**config.mk**
```make
export PLATFORM = sky130hd
export DESIGN_NAME = hsl_hsv_to_rgb_flat
export DESIGN_NICKNAME = d
export VERILOG_FILES = /design/src/sv/hslhsv_pkg.sv /design/src/sv/hslhsv_if.sv /design/src/sv/hslhsv_chan.sv /design/src/sv/hsl_hsv_to_rgb.sv /design/src/flat_wrapper.sv
export SDC_FILE = /design/constraint.sdc
export NUM_CORES = 1
export LEC_CHECK = 0
export ABC_AREA = 1
export BUFFER_PORTS_ARGS = -buffer_cell sky130_fd_sc_hd__buf_2
export CORE_UTILIZATION = 60
export CTS_CLUSTER_DIAMETER = 30
export DETAILED_ROUTE_END_ITERATION = 8
export GPL_TIMING_DRIVEN = 1
export PLACE_DENSITY = 0.82
export SYNTH_ARGS = -nofsm -noshare
export SYNTH_HDL_FRONTEND = slang
export SYNTH_SLANG_ARGS = --single-unit
```
**constraint.sdc**
```tcl
create_clock -name clk_i -period 11.5 [get_ports clk_i]
set_input_delay 2.875 -clock clk_i [delete_from_list [all_inputs] [get_ports clk_i]]
set_output_delay 2.875 -clock clk_i [all_outputs]
set_load 0.005 [all_outputs]
```
**src/sv/hslhsv_pkg.sv**
```systemverilog
// ----------------------------------------------------------------------------
// hslhsv_pkg
// Shared constants and the hue triangle-wave function for the HSL/HSV to
// RGB converter.
// ----------------------------------------------------------------------------
package hslhsv_pkg;

  // Hue offsets of the green and blue channels
  localparam logic [7:0] HUE_OFS_GREEN = 8'h55;
  localparam logic [7:0] HUE_OFS_BLUE  = 8'haa;

  // Triangle wave apex and knee
  localparam logic signed [11:0] WAVE_TOP  = 12'sh2ff;
  localparam logic signed [11:0] WAVE_KNEE = 12'sh100;
  localparam logic signed [11:0] WAVE_SAT  = 12'sh0ff;

  // Lightness midpoint
  localparam logic signed [9:0] LEVEL_MID = 10'sh080;

  // Model select codes
  localparam logic MODEL_HSL = 1'b0;
  localparam logic MODEL_HSV = 1'b1;

  // Pipeline depth from accept to output register
  localparam int unsigned PIPE_DEPTH = 5;

  // Clamped triangle wave: clamp(|0x2ff - 6h| - 0x100, 0, 255)
  function automatic logic [7:0] hue_wave(input logic [7:0] h);
    logic [10:0]        six;
    logic signed [11:0] t;
    logic signed [11:0] mag;
    logic signed [11:0] m;
    logic [7:0]         res;
    six = {1'b0, h, 2'b00} + {2'b00, h, 1'b0};
    t   = WAVE_TOP - $signed({1'b0, six});
    mag = (t < 0) ? -t : t;
    m   = mag - WAVE_KNEE;
    if (m < 0) begin
      res = 8'h00;
    end else if (m > WAVE_SAT) begin
      res = 8'hff;
    end else begin
      res = m[7:0];
    end
    return res;
  endfunction

endpackage

```
**src/sv/hslhsv_if.sv**
```systemverilog
// ----------------------------------------------------------------------------
// hslhsv_in_if / hslhsv_out_if
// Valid/ready channels for hue-saturation-level words in and RGB words out.
// ----------------------------------------------------------------------------
interface hslhsv_in_if;
  logic       valid;
  logic       ready;
  logic [7:0] hue;
  logic [7:0] saturation;
  logic [7:0] level;

  modport source (output valid, output hue, output saturation, output level,
                  input ready);
  modport sink   (input valid, input hue, input saturation, input level,
                  output ready);
endinterface

interface hslhsv_out_if;
  logic       valid;
  logic       ready;
  logic [7:0] red;
  logic [7:0] green;
  logic [7:0] blue;

  modport source (output valid, output red, output green, output blue,
                  input ready);
  modport sink   (input valid, input red, input green, input blue,
                  output ready);
endinterface

```
**src/sv/hslhsv_chan.sv**
```systemverilog
// ----------------------------------------------------------------------------
// hslhsv_chan
// Five-stage datapath for one color channel: hue wave, shade multiply,
// shade add, saturation blend multiply, blend add.
// ----------------------------------------------------------------------------
module hslhsv_chan
  import hslhsv_pkg::*;
(
  input  logic       clk_i,
  input  logic       en_i,
  input  logic       model_i,
  input  logic [7:0] hue_i,
  input  logic [7:0] sat_i,
  input  logic [7:0] lvl_i,
  output logic [7:0] color_o
);

  // Stage 1: hue wave
  logic [7:0] c1_q, sat1_q, lvl1_q;
  logic       model1_q;

  always_ff @(posedge clk_i) begin
    if (en_i) begin
      c1_q     <= hue_wave(hue_i);
      sat1_q   <= sat_i;
      lvl1_q   <= lvl_i;
      model1_q <= model_i;
    end
  end

  // Stage 2: shade multiply
  logic signed [9:0]  mul_a;
  logic signed [8:0]  mul_b;
  logic signed [9:0]  d_lvl;
  logic signed [17:0] p2_d;
  logic signed [17:0] p2_q;
  logic [7:0]         c2_q, sat2_q, lvl2_q;
  logic               model2_q;

  always_comb begin
    d_lvl = $signed({2'b00, lvl1_q}) - LEVEL_MID;
    if (model1_q == MODEL_HSV) begin
      mul_a = $signed({2'b00, lvl1_q});
      mul_b = $signed({1'b0, c1_q});
    end else begin
      mul_a = d_lvl;
      mul_b = (d_lvl < 0) ? $signed({1'b0, c1_q}) : $signed({1'b0, ~c1_q});
    end
    p2_d = 18'(mul_a) * 18'(mul_b);
  end

  always_ff @(posedge clk_i) begin
    if (en_i) begin
      p2_q     <= p2_d;
      c2_q     <= c1_q;
      sat2_q   <= sat1_q;
      lvl2_q   <= lvl1_q;
      model2_q <= model1_q;
    end
  end

  // Stage 3: shade add, floor shift by 7 (HSL) or 8 (HSV)
  logic signed [17:0] sh3;
  logic signed [17:0] sum3;
  logic [7:0]         c3_q, sat3_q, lvl3_q;

  always_comb begin
    if (model2_q == MODEL_HSV) begin
      sh3  = p2_q >>> 8;
      sum3 = sh3;
    end else begin
      sh3  = p2_q >>> 7;
      sum3 = $signed({10'b0, c2_q}) + sh3;
    end
  end

  always_ff @(posedge clk_i) begin
    if (en_i) begin
      c3_q   <= sum3[7:0];
      sat3_q <= sat2_q;
      lvl3_q <= lvl2_q;
    end
  end

  // Stage 4: blend multiply by inverted saturation
  logic signed [8:0]  diff4;
  logic signed [8:0]  inv4;
  logic signed [17:0] p4_d;
  logic signed [17:0] p4_q;
  logic [7:0]         c4_q;

  always_comb begin
    diff4 = $signed({1'b0, lvl3_q}) - $signed({1'b0, c3_q});
    inv4  = $signed({1'b0, ~sat3_q});
    p4_d  = 18'(inv4) * 18'(diff4);
  end

  always_ff @(posedge clk_i) begin
    if (en_i) begin
      p4_q <= p4_d;
      c4_q <= c3_q;
    end
  end

  // Stage 5: blend add into the output register
  logic signed [17:0] sum5;
  logic [7:0]         c5_q;

  assign sum5 = $signed({10'b0, c4_q}) + (p4_q >>> 8);

  always_ff @(posedge clk_i) begin
    if (en_i) begin
      c5_q <= sum5[7:0];
    end
  end

  assign color_o = c5_q;

endmodule

```
**src/sv/hsl_hsv_to_rgb.sv**
```systemverilog
// ----------------------------------------------------------------------------
// hsl_hsv_to_rgb
// HSL or HSV to 8-bit RGB color converter, one word per clock while rgb_o is not stalled.
// ----------------------------------------------------------------------------
// Usage:
//   hsx_i carries hue, saturation and level words; rgb_o returns red, green
//   and blue words, one result for each accepted input, in order.
//   cfg_we_i/cfg_wdata_i write the color model (0 HSL, 1 HSV); write it
//   only while the pipeline is empty. Each word carries its model along.
//   An accepted word passes through the five channel stages to rgb_o.
//   Throughput: 1 word per cycle while rgb_o is not stalled, through the five-stage
//   channel pipeline (two multiplies, each followed by its add, after the hue wave).
//   Stall: all stages advance together; when rgb_o holds a word that the
//   receiver does not take, the whole pipeline holds and hsx_i.ready drops.
//   Empty slots ahead of the output are not filled while the output holds.
//   Reset: clears the valid bits and sets the model to HSL.
// ----------------------------------------------------------------------------
module hsl_hsv_to_rgb
  import hslhsv_pkg::*;
(
  input  logic         clk_i,
  input  logic         rst_ni,
  input  logic         cfg_we_i,
  input  logic         cfg_wdata_i,
  hslhsv_in_if.sink    hsx_i,
  hslhsv_out_if.source rgb_o
);

  // Color model register
  logic model_q;

  always_ff @(posedge clk_i or negedge rst_ni) begin
    if (!rst_ni) begin
      model_q <= MODEL_HSL;
    end else if (cfg_we_i) begin
      model_q <= cfg_wdata_i;
    end
  end

  // Advance when the output word is empty or being taken
  logic                  en;
  logic [PIPE_DEPTH-1:0] v_q;

  assign en          = !v_q[PIPE_DEPTH-1] || rgb_o.ready;
  assign hsx_i.ready = en;

  always_ff @(posedge clk_i or negedge rst_ni) begin
    if (!rst_ni) begin
      v_q <= '0;
    end else if (en) begin
      v_q <= {v_q[PIPE_DEPTH-2:0], hsx_i.valid};
    end
  end

  // Per-channel hue offsets
  logic [7:0] hue_g, hue_b;

  assign hue_g = hsx_i.hue - HUE_OFS_GREEN;
  assign hue_b = hsx_i.hue - HUE_OFS_BLUE;

  hslhsv_chan u_red (
    .clk_i   (clk_i),
    .en_i    (en),
    .model_i (model_q),
    .hue_i   (hsx_i.hue),
    .sat_i   (hsx_i.saturation),
    .lvl_i   (hsx_i.level),
    .color_o (rgb_o.red)
  );

  hslhsv_chan u_green (
    .clk_i   (clk_i),
    .en_i    (en),
    .model_i (model_q),
    .hue_i   (hue_g),
    .sat_i   (hsx_i.saturation),
    .lvl_i   (hsx_i.level),
    .color_o (rgb_o.green)
  );

  hslhsv_chan u_blue (
    .clk_i   (clk_i),
    .en_i    (en),
    .model_i (model_q),
    .hue_i   (hue_b),
    .sat_i   (hsx_i.saturation),
    .lvl_i   (hsx_i.level),
    .color_o (rgb_o.blue)
  );

  assign rgb_o.valid = v_q[PIPE_DEPTH-1];

  // Accepted word occupies the first stage
  a_accept_enters: assert property (@(posedge clk_i) disable iff (!rst_ni)
    (hsx_i.valid && hsx_i.ready) |=> v_q[0])
    else $error("accepted word missing from first stage");

  // Held pipeline keeps all valid bits
  a_hold_stable: assert property (@(posedge clk_i) disable iff (!rst_ni)
    !en |=> $stable(v_q))
    else $error("valid bits moved during stall");

  // Output valid follows the fourth stage when advancing
  a_out_follows: assert property (@(posedge clk_i) disable iff (!rst_ni)
    en |=> (rgb_o.valid == $past(v_q[PIPE_DEPTH-2])))
    else $error("output valid out of step with pipeline");

endmodule

```
**src/flat_wrapper.sv**
```systemverilog
// flat-port wrapper written by rule: the top's interface ports become plain ports
module hsl_hsv_to_rgb_flat import hslhsv_pkg::*;
  (clk_i, rst_ni, cfg_we_i, cfg_wdata_i, hsx_i_valid, hsx_i_hue, hsx_i_saturation, hsx_i_level, hsx_i_ready, rgb_o_valid, rgb_o_red, rgb_o_green, rgb_o_blue, rgb_o_ready);
  hslhsv_in_if hsx_i_i ();
  hslhsv_out_if rgb_o_i ();
  input  logic clk_i;
  input  logic rst_ni;
  input  logic cfg_we_i;
  input  logic cfg_wdata_i;
  input wire logic [$bits(hsx_i_i.valid)-1:0] hsx_i_valid;
  input wire logic [$bits(hsx_i_i.hue)-1:0] hsx_i_hue;
  input wire logic [$bits(hsx_i_i.saturation)-1:0] hsx_i_saturation;
  input wire logic [$bits(hsx_i_i.level)-1:0] hsx_i_level;
  output wire logic [$bits(hsx_i_i.ready)-1:0] hsx_i_ready;
  output wire logic [$bits(rgb_o_i.valid)-1:0] rgb_o_valid;
  output wire logic [$bits(rgb_o_i.red)-1:0] rgb_o_red;
  output wire logic [$bits(rgb_o_i.green)-1:0] rgb_o_green;
  output wire logic [$bits(rgb_o_i.blue)-1:0] rgb_o_blue;
  input wire logic [$bits(rgb_o_i.ready)-1:0] rgb_o_ready;
  assign hsx_i_i.valid = hsx_i_valid;
  assign hsx_i_i.hue = hsx_i_hue;
  assign hsx_i_i.saturation = hsx_i_saturation;
  assign hsx_i_i.level = hsx_i_level;
  assign hsx_i_ready = hsx_i_i.ready;
  assign rgb_o_valid = rgb_o_i.valid;
  assign rgb_o_red = rgb_o_i.red;
  assign rgb_o_green = rgb_o_i.green;
  assign rgb_o_blue = rgb_o_i.blue;
  assign rgb_o_i.ready = rgb_o_ready;
  hsl_hsv_to_rgb u_core (.clk_i(clk_i), .rst_ni(rst_ni), .cfg_we_i(cfg_we_i), .cfg_wdata_i(cfg_wdata_i), .hsx_i(hsx_i_i), .rgb_o(rgb_o_i));
endmodule
```
# Yosys cells after proc, flatten, opt, wreduce, memory -nomap -nowiden
# Cells that the tools add are included.
[word_totals]
wordCells = 93
input_bits = 30
reg_bits = 272
[op_classes]
bitwise_logic = 4
n_reduce_logical = 2
n_addsub = 24
magnitude_cmp = 10
mul = 6
muxes = 16
[op_table]
columns = ["op", "count"]
rows = [
  ["2-to-1 mux 8 bit", 12],
  ["< comparator 12 x 1 -> 1 bit (second input constant)", 6],
  ["adder 8 bit", 6],
  ["multiplier 10 x 9 -> 16 bit", 3],
  ["multiplier 9 x 9 -> 16 bit", 3],
  ["greater-than comparator 12 x 9 -> 1 bit (second input constant)", 3],
  ["2-to-1 mux 12 bit", 3],
  ["negator 12 bit", 3],
  ["subtractor 10 x 11 -> 12 bit (first input constant)", 3],
  ["subtractor 12 x 10 -> 12 bit (second input constant)", 3],
  ["adder 10 x 9 -> 11 bit", 3],
  ["NOT 8 bit", 4],
  ["subtractor 8 x 8 -> 9 bit", 3],
  ["2-to-1 mux 10 bit", 1],
  ["< comparator 9 x 1 -> 1 bit (second input constant)", 1],
  ["subtractor 8 x 8 -> 9 bit (second input constant)", 1],
  ["subtractor 8 x 7 -> 8 bit (second input constant)", 1],
  ["subtractor 8 bit (second input constant)", 1],
  ["logical NOT 1 bit", 1],
  ["logical OR 1 bit", 1],
]

# Depth between registers and ports, before layout
# Gate-level depths: netlist of the first run.
[depth]
ltp_word = 8
ltp_mapped = 30

# Hierarchy
# From an unflattened synthesis of the first run, not the netlist that was laid out.
[unflattened]
hier_cells = 3369
hier_area_um2 = 30595.6
[by_module_without_submodules]
columns = ["mod", "n_inst", "area_per_inst_um2", "cells_per_inst", "seq_area_each_um2"]
rows = [
  ["hslhsv_chan (u_core.u_red)", 1, 10054.6, 1098, 3213.1],
  ["hslhsv_chan (u_core.u_green)", 1, 10049.6, 1099, 3213.1],
  ["hslhsv_chan (u_core.u_blue)", 1, 9969.6, 1091, 3213.1],
  ["hsl_hsv_to_rgb", 1, 521.8, 81, 150.1],
]

# Least setup slack after synthesis of the first run
# OpenSTA, ideal clock, no wires.
[synth_timing]
path_type = "in2out"
from = "in rgb_o_ready"
to = "out hsx_i_ready"
slack_ps = 922
required_ps = 8625
arrival_ps = 7703
cell_stages = 2
path_cell_list = "inv_1 nand2_1"
[synth_between]
elab_chain_cells = 1
[synth_lines]
columns = ["element", "line", "text"]
rows = [
  ["start: declaration", "flat_wrapper.sv:19", "input wire logic [$bits(rgb_o_i.ready)-1:0] rgb_o_ready;"],
  ["logical OR 1 bit", "hsl_hsv_to_rgb.sv:44", "assign en = !v_q[PIPE_DEPTH-1] || rgb_o.ready;"],
  ["end: declaration", "flat_wrapper.sv:14", "output wire logic [$bits(hsx_i_i.ready)-1:0] hsx_i_ready;"],
]
# Every way passes these cells.

# Worst setup path after layout of the first run
# Ends and elaborated chain as after synthesis.

==> results.md, run 1 <==
Logic synthesis:
- Counting flops with an async set or reset pin after synthesis yields a share of 2.64%.
- For this run, the leading register cell type out of synthesis is sky130_fd_sc_hd__edfxtp_1.
- The share of synthesized area in the top cell type comes to 24.2%.
- The proportion of synthesized chip area in sequential cells is around 25%.
- The top cell type by total area after synthesis is sky130_fd_sc_hd__edfxtp_1.
- The number of synthesized flops with an enable pin is 221.
- By area the synthesized netlist is led by sky130_fd_sc_hd__edfxtp_1 24%, sky130_fd_sc_hd__fa_1 22%, sky130_fd_sc_hd__ha_1 15%.
- Synthesis handed over a netlist of ~3200 instances.
- Synthesis instantiated 48 different standard cells from the library.
- The count of synthesis-stage warnings from yosys is 0.
- Synthesis inferred roughly 230 register bits.
- The cell area that synthesis handed to floorplanning was 27400 um2.
- A synthesized cell averages 8.47 um2.
- The synthesized net count is 3891.

Global route:
- The number of global-route vias before repair is 21400.
- For this run, the total global-route usage over all layers was measured as 26.7%.
- The total overflow left after global routing is 0.
- The first-pass GRT wire length is 101000 um.
- The maximum number of pins on one net before global-route repair is 161.
- The number of antenna violations at the first check in global routing came to 0.

Cells and area:
- The number of diodes is 0.
- In the final layout, the registers with the most flip-flops are u_core.u_blue.p2_q: 9 flops, u_core.u_green.p2_q: 9 flops, u_core.u_red.p2_q: 9 flops.
- From synthesis to final layout, the design area changed by 9.90%.
- The share of final-layout standard cells stronger than drive strength 1 is 7.11%.
- The number of non-filler instances in the completed layout is 3953.
- The storage element area is 6790 um2.
- After the last flow step, the layout net total stands at between 3000 and 4000.
- The layout has about 3600 filler cells.
- The area taken by multi-input logic gates is 17800 um2.

Min path:
- The worst hold endpoint is u_core.u_blue.lvl3_q[2].
- The class of the tightest hold or removal check is reg -> reg.
- The cell depth of the worst min-delay path is 0.
- In this run the most critical hold path is launched from u_core.u_blue.lvl2_q[2].

Setup path:
- Walking the worst path, the cells encountered are buf_2 > inv_1 > nand2_4 > buf_2.
- The sort of element at the end of the critical path is an output pin.
- The worst setup slack for register-to-register paths is 5.54 ns.
- The worst register-to-register path has a depth of 27.
- In this design, the largest share of critical-path delay is due to simple AND/OR/NAND/NOR gates.
- For the worst setup path, the data arrival time is 3.68 ns.
- The cell repeated most along the worst path is sky130_fd_sc_hd__buf_2.
- Data on the critical path is required at its endpoint by roughly 8.6 ns.
- The endpoint identified for the worst register-to-register timing path is u_core.u_green.p4_q[12].
- The highest-delay cell along the critical path is sky130_fd_sc_hd__nand2_4.
- The number of buffers and inverters on the critical path is 3.
- The worst setup path is of the in -> out kind.
- The highest fanout seen on the critical path is 38.
- The maximum single-stage delay on the critical path is between 0.4 and 0.5 ns.
- The reg-to-reg critical path startpoint is u_core.u_blue.lvl3_q[1].
- The type of origin of the critical path is a primary input.

Place:
- OpenSTA, run right after detailed placement, puts the worst setup slack at 4.91 ns.
- In this run the tool buffered the top-level ports with 55 buffer cells.
- The number of cells in the design after placement is 3852.
- The global placer's final weighted congestion is 0.929.
- The half-perimeter wire length after placement is 46400 um.

Timing:
- The summed negative setup slack over all endpoints is 0 ns.
- The number of hold violations in the final report came to 0.
- The worst setup margin is 4.94 ns.
- The worst path needs 6.56 ns of the cycle, external delays included.
- The max-slew violation count is 0.
- Setup repair after global routing left no endpoint under its margin.
- The transition at the pin with the smallest max-transition slack is 0.962 ns.
- Static timing analysis puts the maximum clock frequency at 152 MHz.
- The part of the cycle the worst path needs is 57.0%.
- The worst slew margin relative to its limit is 35.9%.
- The clock skew after layout is 0.0375 ns.
- The worst-case hold slack is 0.409 ns.
- The number of setup violations in the final report is 0.

Clocking:
- The H-tree generated during clock tree synthesis spans 2 levels.
- For this design, the sink count on the clock tree is 227.
- TritonCTS built the clock tree.
- The post-cts repair resize count is 0.
- The insertion delay to the later sink of the worst-skew pair is 0.61 ns.
- Buffers added to address setup during post-CTS repair amount to 0.
- The root buffer cell is sky130_fd_sc_hd__clkbuf_16.
- Clock tree synthesis inserted a total of 54 buffers.
- The maximum root-to-sink buffer count is 3.
- The hold-fix buffer count after cts is 0.
- The register clock-pin slew on the reported worst setup and hold paths is 0.05 ns.

Run status:
- The flow ran to the end, and the final reports show no timing, DRC or antenna violations.

Floorplan:
- The die covers 46600 um2.
- Row generation in the floorplan step produced 77 rows.
- The height of the die is about 220 um.
- Pin placement for this block handled 56 I/O pins.
- The core area is 44700 um2.
- Measured along the x axis, the die boundary spans ~220 um.
- The initial standard-cell utilization of the core is around three fifths.

Drt:
- The detail route stage leaves a number of antenna-violating nets equal to 0.
- The detailed-routing iteration count for the pre-antenna-repair pass is 7.
- In this run, the number of DRC markers left after iteration 0 of detailed routing was roughly 1400.
- Across all layers, the routed design uses between 20000 and 25000 vias.
- After detailed routing, the average wire length per cell comes to between 15 and 20 um.
- After detailed routing, the number of remaining DRC violations is 0.
- The via density per instance is between 5 and 6.
- After detailed routing, the total wire length is 59900 um.

Flow run:
- The reported max-cap violation count is 0.
cell usage in the layout (no fill, tap or decap), drive strengths merged:
| master | instances |
|---|---|
| inv | 723 |
| nand2 | 717 |
| nor2 | 331 |
| ha | 323 |
| fa | 297 |
| edfxtp | 221 |
| nand3 | 153 |
| a21oi | 128 |
| o21ai | 69 |
| xor2 | 68 |
| buf | 64 |
| clkbuf | 63 |
| xnor2 | 45 |
| nor3 | 27 |
| nand4 | 24 |
| clkinv | 18 |
| o21bai | 17 |
| or2 | 16 |
| nand3b | 14 |
| a31oi | 8 |
| clkinvlp | 8 |
| dfrtp | 6 |
| bufinv | 5 |
| o31ai | 3 |
| o211ai | 3 |
| o21a | 2 |
| nor4 | 2 |
| mux2 | 2 |
| and3 | 1 |
| nor3b | 1 |
| nand2b | 1 |
| a21o | 1 |
area by class of cell:
type,count,share of cell area (%)
repair buffers,64,1.18
multi-input cells,2253,58.9
inverters,716,8.91
flip-flops and latches,227,22.5
well taps,592,2.46
clock inverters,38,1.44
clock buffers,63,4.59
metrics by stage:
step | utilization (%) | area [um2]
after floorplan | - | 27400
after global placement | 63.4 | 28300
after detailed placement | 63.4 | 28300
after CTS | 67.4 | 30200
after global routing | 67.4 | 30200
final | 67.4 | 30200
layer usage:
layer	wire length, um	global-route usage (%)	up-vias
met5	0	0	-
met4	2410	11.8	0
met3	3590	4.10	161
met2	30000	47.1	712
met1	23800	32.1	9999
li1	-	-	10200
cell usage after synthesis, types with 3 or more instances:
master	number
sky130_fd_sc_hd__nand2_1	696
sky130_fd_sc_hd__inv_1	692
sky130_fd_sc_hd__nor2_1	327
sky130_fd_sc_hd__ha_1	323
sky130_fd_sc_hd__fa_1	297
sky130_fd_sc_hd__edfxtp_1	221
sky130_fd_sc_hd__nand3_1	148
sky130_fd_sc_hd__a21oi_1	125
sky130_fd_sc_hd__xor2_1	62
sky130_fd_sc_hd__o21ai_0	59
sky130_fd_sc_hd__xnor2_1	36
sky130_fd_sc_hd__clkbuf_1	34
sky130_fd_sc_hd__nor3_1	27
sky130_fd_sc_hd__nand4_1	24
sky130_fd_sc_hd__inv_2	22
sky130_fd_sc_hd__nand2_2	17
sky130_fd_sc_hd__o21bai_1	16
sky130_fd_sc_hd__nand3b_1	14
sky130_fd_sc_hd__or2_2	13
sky130_fd_sc_hd__o21ai_1	10
sky130_fd_sc_hd__xnor2_2	9
sky130_fd_sc_hd__a31oi_1	8
sky130_fd_sc_hd__dfrtp_1	6
sky130_fd_sc_hd__nand2_4	4
sky130_fd_sc_hd__xor2_2	4
sky130_fd_sc_hd__a21oi_2	3
sky130_fd_sc_hd__buf_2	3
sky130_fd_sc_hd__buf_4	3
sky130_fd_sc_hd__buf_6	3
sky130_fd_sc_hd__nand3_4	3
sky130_fd_sc_hd__nor2_4	3
sky130_fd_sc_hd__o211ai_1	3
sky130_fd_sc_hd__o31ai_1	3
logic make-up (layout without fill, tap and decap cells):
logic type                 Yosys count  after routing  share of synthesized area [%]
and+or+nand+nor                   1287           1287                           19.6
buffers and inverters              761            881                           10.5
adders and majority gates          620            620                           36.4
AOI/OAI and AO/OA                  231            231                           4.57
DFF                                227            227                           24.7
xor gates and xnor gates           113            113                           4.10
muxes                                2              2                         0.0821
worst max-delay path by stage:
stage	start	slack, ns	end	cells past startpoint
finish	rgb_o_ready	4.94	hsx_i_ready	4
floorplan	rgb_o_ready	0.92	hsx_i_ready	2
global placement	rgb_o_ready	4.93	hsx_i_ready	4
global route	rgb_o_ready	4.88	hsx_i_ready	4
CTS	rgb_o_ready	4.91	hsx_i_ready	4
detailed placement	rgb_o_ready	4.91	hsx_i_ready	4
Power of run 1 is not shown: default switching activity piles up to over one toggle a cycle in this logic, so the estimate is an artifact.
==> run 2: changes to the inputs <==
--- a/config.mk
+++ b/config.mk
@@ -7,11 +7,11 @@
 export LEC_CHECK = 0
 export ABC_AREA = 1
 export BUFFER_PORTS_ARGS = -buffer_cell sky130_fd_sc_hd__buf_2
-export CORE_UTILIZATION = 60
+export CORE_UTILIZATION = 59
 export CTS_CLUSTER_DIAMETER = 30
 export DETAILED_ROUTE_END_ITERATION = 8
 export GPL_TIMING_DRIVEN = 1
-export PLACE_DENSITY = 0.82
+export PLACE_DENSITY = 0.84
 export SYNTH_ARGS = -nofsm -noshare
 export SYNTH_HDL_FRONTEND = slang
 export SYNTH_SLANG_ARGS = --single-unit
==> constraint.sdc (replaced) <==
create_clock -name clk_i -period 5.7 [get_ports clk_i]
set_input_delay 1.425 -clock clk_i [delete_from_list [all_inputs] [get_ports clk_i]]
set_output_delay 1.425 -clock clk_i [all_outputs]
set_load 0.005 [all_outputs]
==> run 2 against run 1 <==
  * The flow now finishes with violations (negative setup slack)
  * Critical path depth increased by 21
  * Utilization rose by 0.097 points
  * Register-to-register slack worse by 5.6 ns
  * Non-clock buffer count grew 63
  * Setup slack lost 5.0 ns
  * Global-route usage grew 0.19 points
==> results.md, run 2 (synthesized netlist as in run 1, its figures left out) <==
Global route:
- The number of global-route vias before repair is 21900 (was 21400).
- The number of antenna violations at the first check in global routing is 0 (unchanged).
- The total global routing track utilization is 26.9% (was 26.7%).
- The total global routing overflow is 0 (unchanged).
- The maximum number of pins on one net before global-route repair is 167 (was 161).
- The first-pass GRT wire length is 102000 um (was 101000 um).

Cells and area:
- The final design instance area without fill was 30800 um2 (was 30200 um2).
- The synthesis-to-layout area growth is 12.2% (was 9.90%).
- The storage element area was 6790 um2 (unchanged).
- Commonest non-fill, non-tap cells in the layout: 691 x sky130_fd_sc_hd__inv_1, 687 x sky130_fd_sc_hd__nand2_1, 323 x sky130_fd_sc_hd__nor2_1 (was 695 x sky130_fd_sc_hd__nand2_1, 692 x sky130_fd_sc_hd__inv_1, 327 x sky130_fd_sc_hd__nor2_1).
- The number of fill cells in the layout is 3320 (was 3555).
- The final-stage net count is 4025 (was 3966).
- Largest registers: u_core.u_blue.p2_q: 9 flops, u_core.u_green.p2_q: 9 flops, u_core.u_red.p2_q: 9 flops (unchanged).
- The most common library cell in the layout ignoring fill and taps was sky130_fd_sc_hd__inv_1 (was sky130_fd_sc_hd__nand2_1).
- The area taken by multi-input logic gates was 18000 um2 (was 17800 um2).
- The share of final-layout standard cells stronger than drive strength 1 was 10.0% (was 7.11%).

Floorplan:
- The core area came to 45600 um2 (was 44700 um2).
- The width of the die is 218 um (was 216 um).
- The die area is 47400 um2 (was 46600 um2).
- The count of standard-cell rows is 78 (was 77).
- The height of the die came to 218 um (was 216 um).
- The total I/O pin count is 56 (unchanged).
- The initial standard-cell utilization of the core is 60.2% (was 61.4%).

Drt:
- The DRC violation total after the first TritonRoute iteration came to 1686 (was 1407).
- The vias after detailed routing is 21700 (was 21100).
- The wire length after detailed routing was 63000 um (was 59900 um).
- The per-cell routed wire length came to 15.7 um (was 15.1 um).
- The final routed DRC violation total is 0 (unchanged).
- The detailed-routing iteration count for the pre-antenna-repair pass is 8 (was 7).
- The number of nets still failing antenna checks after routing came to 0 (unchanged).
- The via density per instance came to 5.40 (was 5.34).

Timing:
- The worst setup margin is -0.0598 ns (was 4.94 ns).
- The number of setup violations in the final report came to 3 (was 0).
- Setup repair after global routing missed its margin: yes (was no).
- The post-layout minimum cycle time is 5.76 ns.
- The worst-case hold slack is 0.409 ns (about the same).
- Dividing the final minimum period by the clock period gives 101%.
- The number of hold violations in the final report was 0 (unchanged).
- The summed negative setup slack over all endpoints was -0.0782 ns (was 0 ns).
- The max-slew violation count is 0 (unchanged).
- The worst slew margin relative to its limit is 36.0% (was 35.9%).
- The transition at the pin with the smallest max-transition slack came to 0.961 ns (was 0.962 ns).
- Timing would allow up to 174 MHz.
- The clock skew after layout is 0.0163 ns (was 0.0375 ns).

Clocking:
- The root buffer cell is sky130_fd_sc_hd__clkbuf_16 (unchanged).
- The H-tree depth is 2 (unchanged).
- The hold-fix buffer count after cts is 0 (unchanged).
- The CTS tree is yes (unchanged).
- The register clock-pin slew on the reported worst setup and hold paths is 0.05 ns (about the same).
- The maximum root-to-sink buffer count is 3 (unchanged).
- The number of sinks driven by the clock tree came to 227 (unchanged).
- The insertion delay to the later sink of the worst-skew pair is 0.60 ns (was 0.61 ns).
- The number of clock buffers inserted by TritonCTS is 50 (was 54).

Place:
- The global placer's final weighted congestion was 0.922 (was 0.929).
- The standard cell area after detailed placement was 28800 um2 (was 28300 um2).
- The half-perimeter wire length after placement is 48000 um (was 46400 um).
- The count of input and output buffers is 55 (unchanged).

Run status:
- The final reports fail on negative setup slack.
- Outcome: finished, violations left (was completed).

Setup path:
- The required arrival time at the worst endpoint came to 6.04 ns (was 8.63 ns).
- The sort of element at the end of the critical path was a flip-flop (was output pin).
- The highest-delay cell along the critical path is sky130_fd_sc_hd__fa_1 (was sky130_fd_sc_hd__nand2_4).
- The classification of the worst setup path is reg -> reg (was in -> out).
- The highest fanout seen on the critical path is 6 (was 38).
- The maximum single-stage delay on the critical path is 0.55 ns (was 0.43 ns).
- The cell family with the largest share of critical-path delay is adder cells (was simple AND/OR/NAND/NOR gates).
- The cell repeated most along the worst path is sky130_fd_sc_hd__nand2_1 (was sky130_fd_sc_hd__buf_2).
- The critical path arrival is 6.10 ns (was 3.68 ns).
- The buffering stage count on the worst path with inverters included came to 4 (was 3).
- The type of origin of the critical path is a flip-flop (was primary input).

Flow run:
- The reported max-cap violation count is 0 (unchanged).

Min path:
- The class of the tightest hold or removal check is reg -> reg (unchanged).
==> run 2: timing repair <==
action / 4_1_cts / 5_1_grt
setup endpoints to repair: 5 / 21
buffers inserted: 0 / 9
gates resized for setup: 5 / 45
pin swaps: 0 / 10
gates cloned: 0 / 0
==> run 2: stage by stage <==
stage | setup slack [ns] | cells | util (%)
after floorplan | 0.119 | 3241 | -
after global placement | 0.0784 | 3914 | 63.1
after detailed placement | -0.0435 | 3914 | 63.1
after CTS | -0.0109 | 4007 | 66.9
after global routing | -0.234 | 4016 | 67.5
final | -0.0598 | 4017 | 67.5
==> run 2: area by class of cell <==
cell class	count	share of cell area [%]
Tap cell	600	2.44
Antenna cell	1	0.00813
Sequential cell	227	22.0
Clock buffer	54	4.11
Inverter	716	8.73
Timing Repair Buffer	127	2.69
Clock inverter	39	1.46
Multi-Input combinational cell	2253	58.5
==> run 2: path summary, 6_finish.rpt <==
kind                            slack [ns]  cells after the start                       to                      from
worst min register to register        0.41                      0  u_core.u_blue.sat2_q[4]  u_core.u_green.sat1_q[4]
worst max-delay path                 -0.06                     25    u_core.u_red.p4_q[15]   u_core.u_blue.lvl3_q[4]
worst min-delay path                  0.41                      0  u_core.u_blue.sat2_q[4]  u_core.u_green.sat1_q[4]
worst max register to register       -0.06                     25    u_core.u_red.p4_q[15]   u_core.u_blue.lvl3_q[4]
min in group asynchronous             0.64                      1           u_core.model_q                    rst_ni
max in group asynchronous             4.91                      1            u_core.v_q[0]                    rst_ni
==> run 2: worst register-to-register path, stage by stage (launching register included) <==
cell,delay [ns]
sky130_fd_sc_hd__edfxtp_1,0.51
sky130_fd_sc_hd__ha_1,0.45
sky130_fd_sc_hd__inv_1,0.11
sky130_fd_sc_hd__o21ai_0,0.18
sky130_fd_sc_hd__a31oi_1,0.13
sky130_fd_sc_hd__nand2_1,0.09
sky130_fd_sc_hd__nand2_1,0.10
sky130_fd_sc_hd__nand2_1,0.24
sky130_fd_sc_hd__nor2_2,0.08
sky130_fd_sc_hd__fa_1,0.52
sky130_fd_sc_hd__inv_1,0.05
sky130_fd_sc_hd__fa_1,0.45
sky130_fd_sc_hd__fa_1,0.52
sky130_fd_sc_hd__fa_1,0.45
sky130_fd_sc_hd__fa_1,0.55
sky130_fd_sc_hd__inv_1,0.07
sky130_fd_sc_hd__ha_4,0.27
sky130_fd_sc_hd__nand2_1,0.09
sky130_fd_sc_hd__nand2_1,0.08
sky130_fd_sc_hd__nand2_1,0.07
sky130_fd_sc_hd__and3_4,0.18
sky130_fd_sc_hd__inv_1,0.04
sky130_fd_sc_hd__nand2_1,0.08
sky130_fd_sc_hd__nand3_2,0.09
sky130_fd_sc_hd__nand3_1,0.09
sky130_fd_sc_hd__nand2_1,0.05
==> run 2: metal layers <==
| layer | routed length [um] | track usage (%) | share of wire (%) | up-vias |
|---|---|---|---|---|
| met5 | 0 | 0 | 0 | - |
| met4 | 3040 | 12.5 | 4.8 | 0 |
| met3 | 4610 | 4.17 | 7.3 | 228 |
| met2 | 31200 | 47.5 | 50 | 859 |
| met1 | 24100 | 32.1 | 38 | 10300 |
| li1 | - | - | - | 10300 |
Power of run 2 is left out for the same reason.
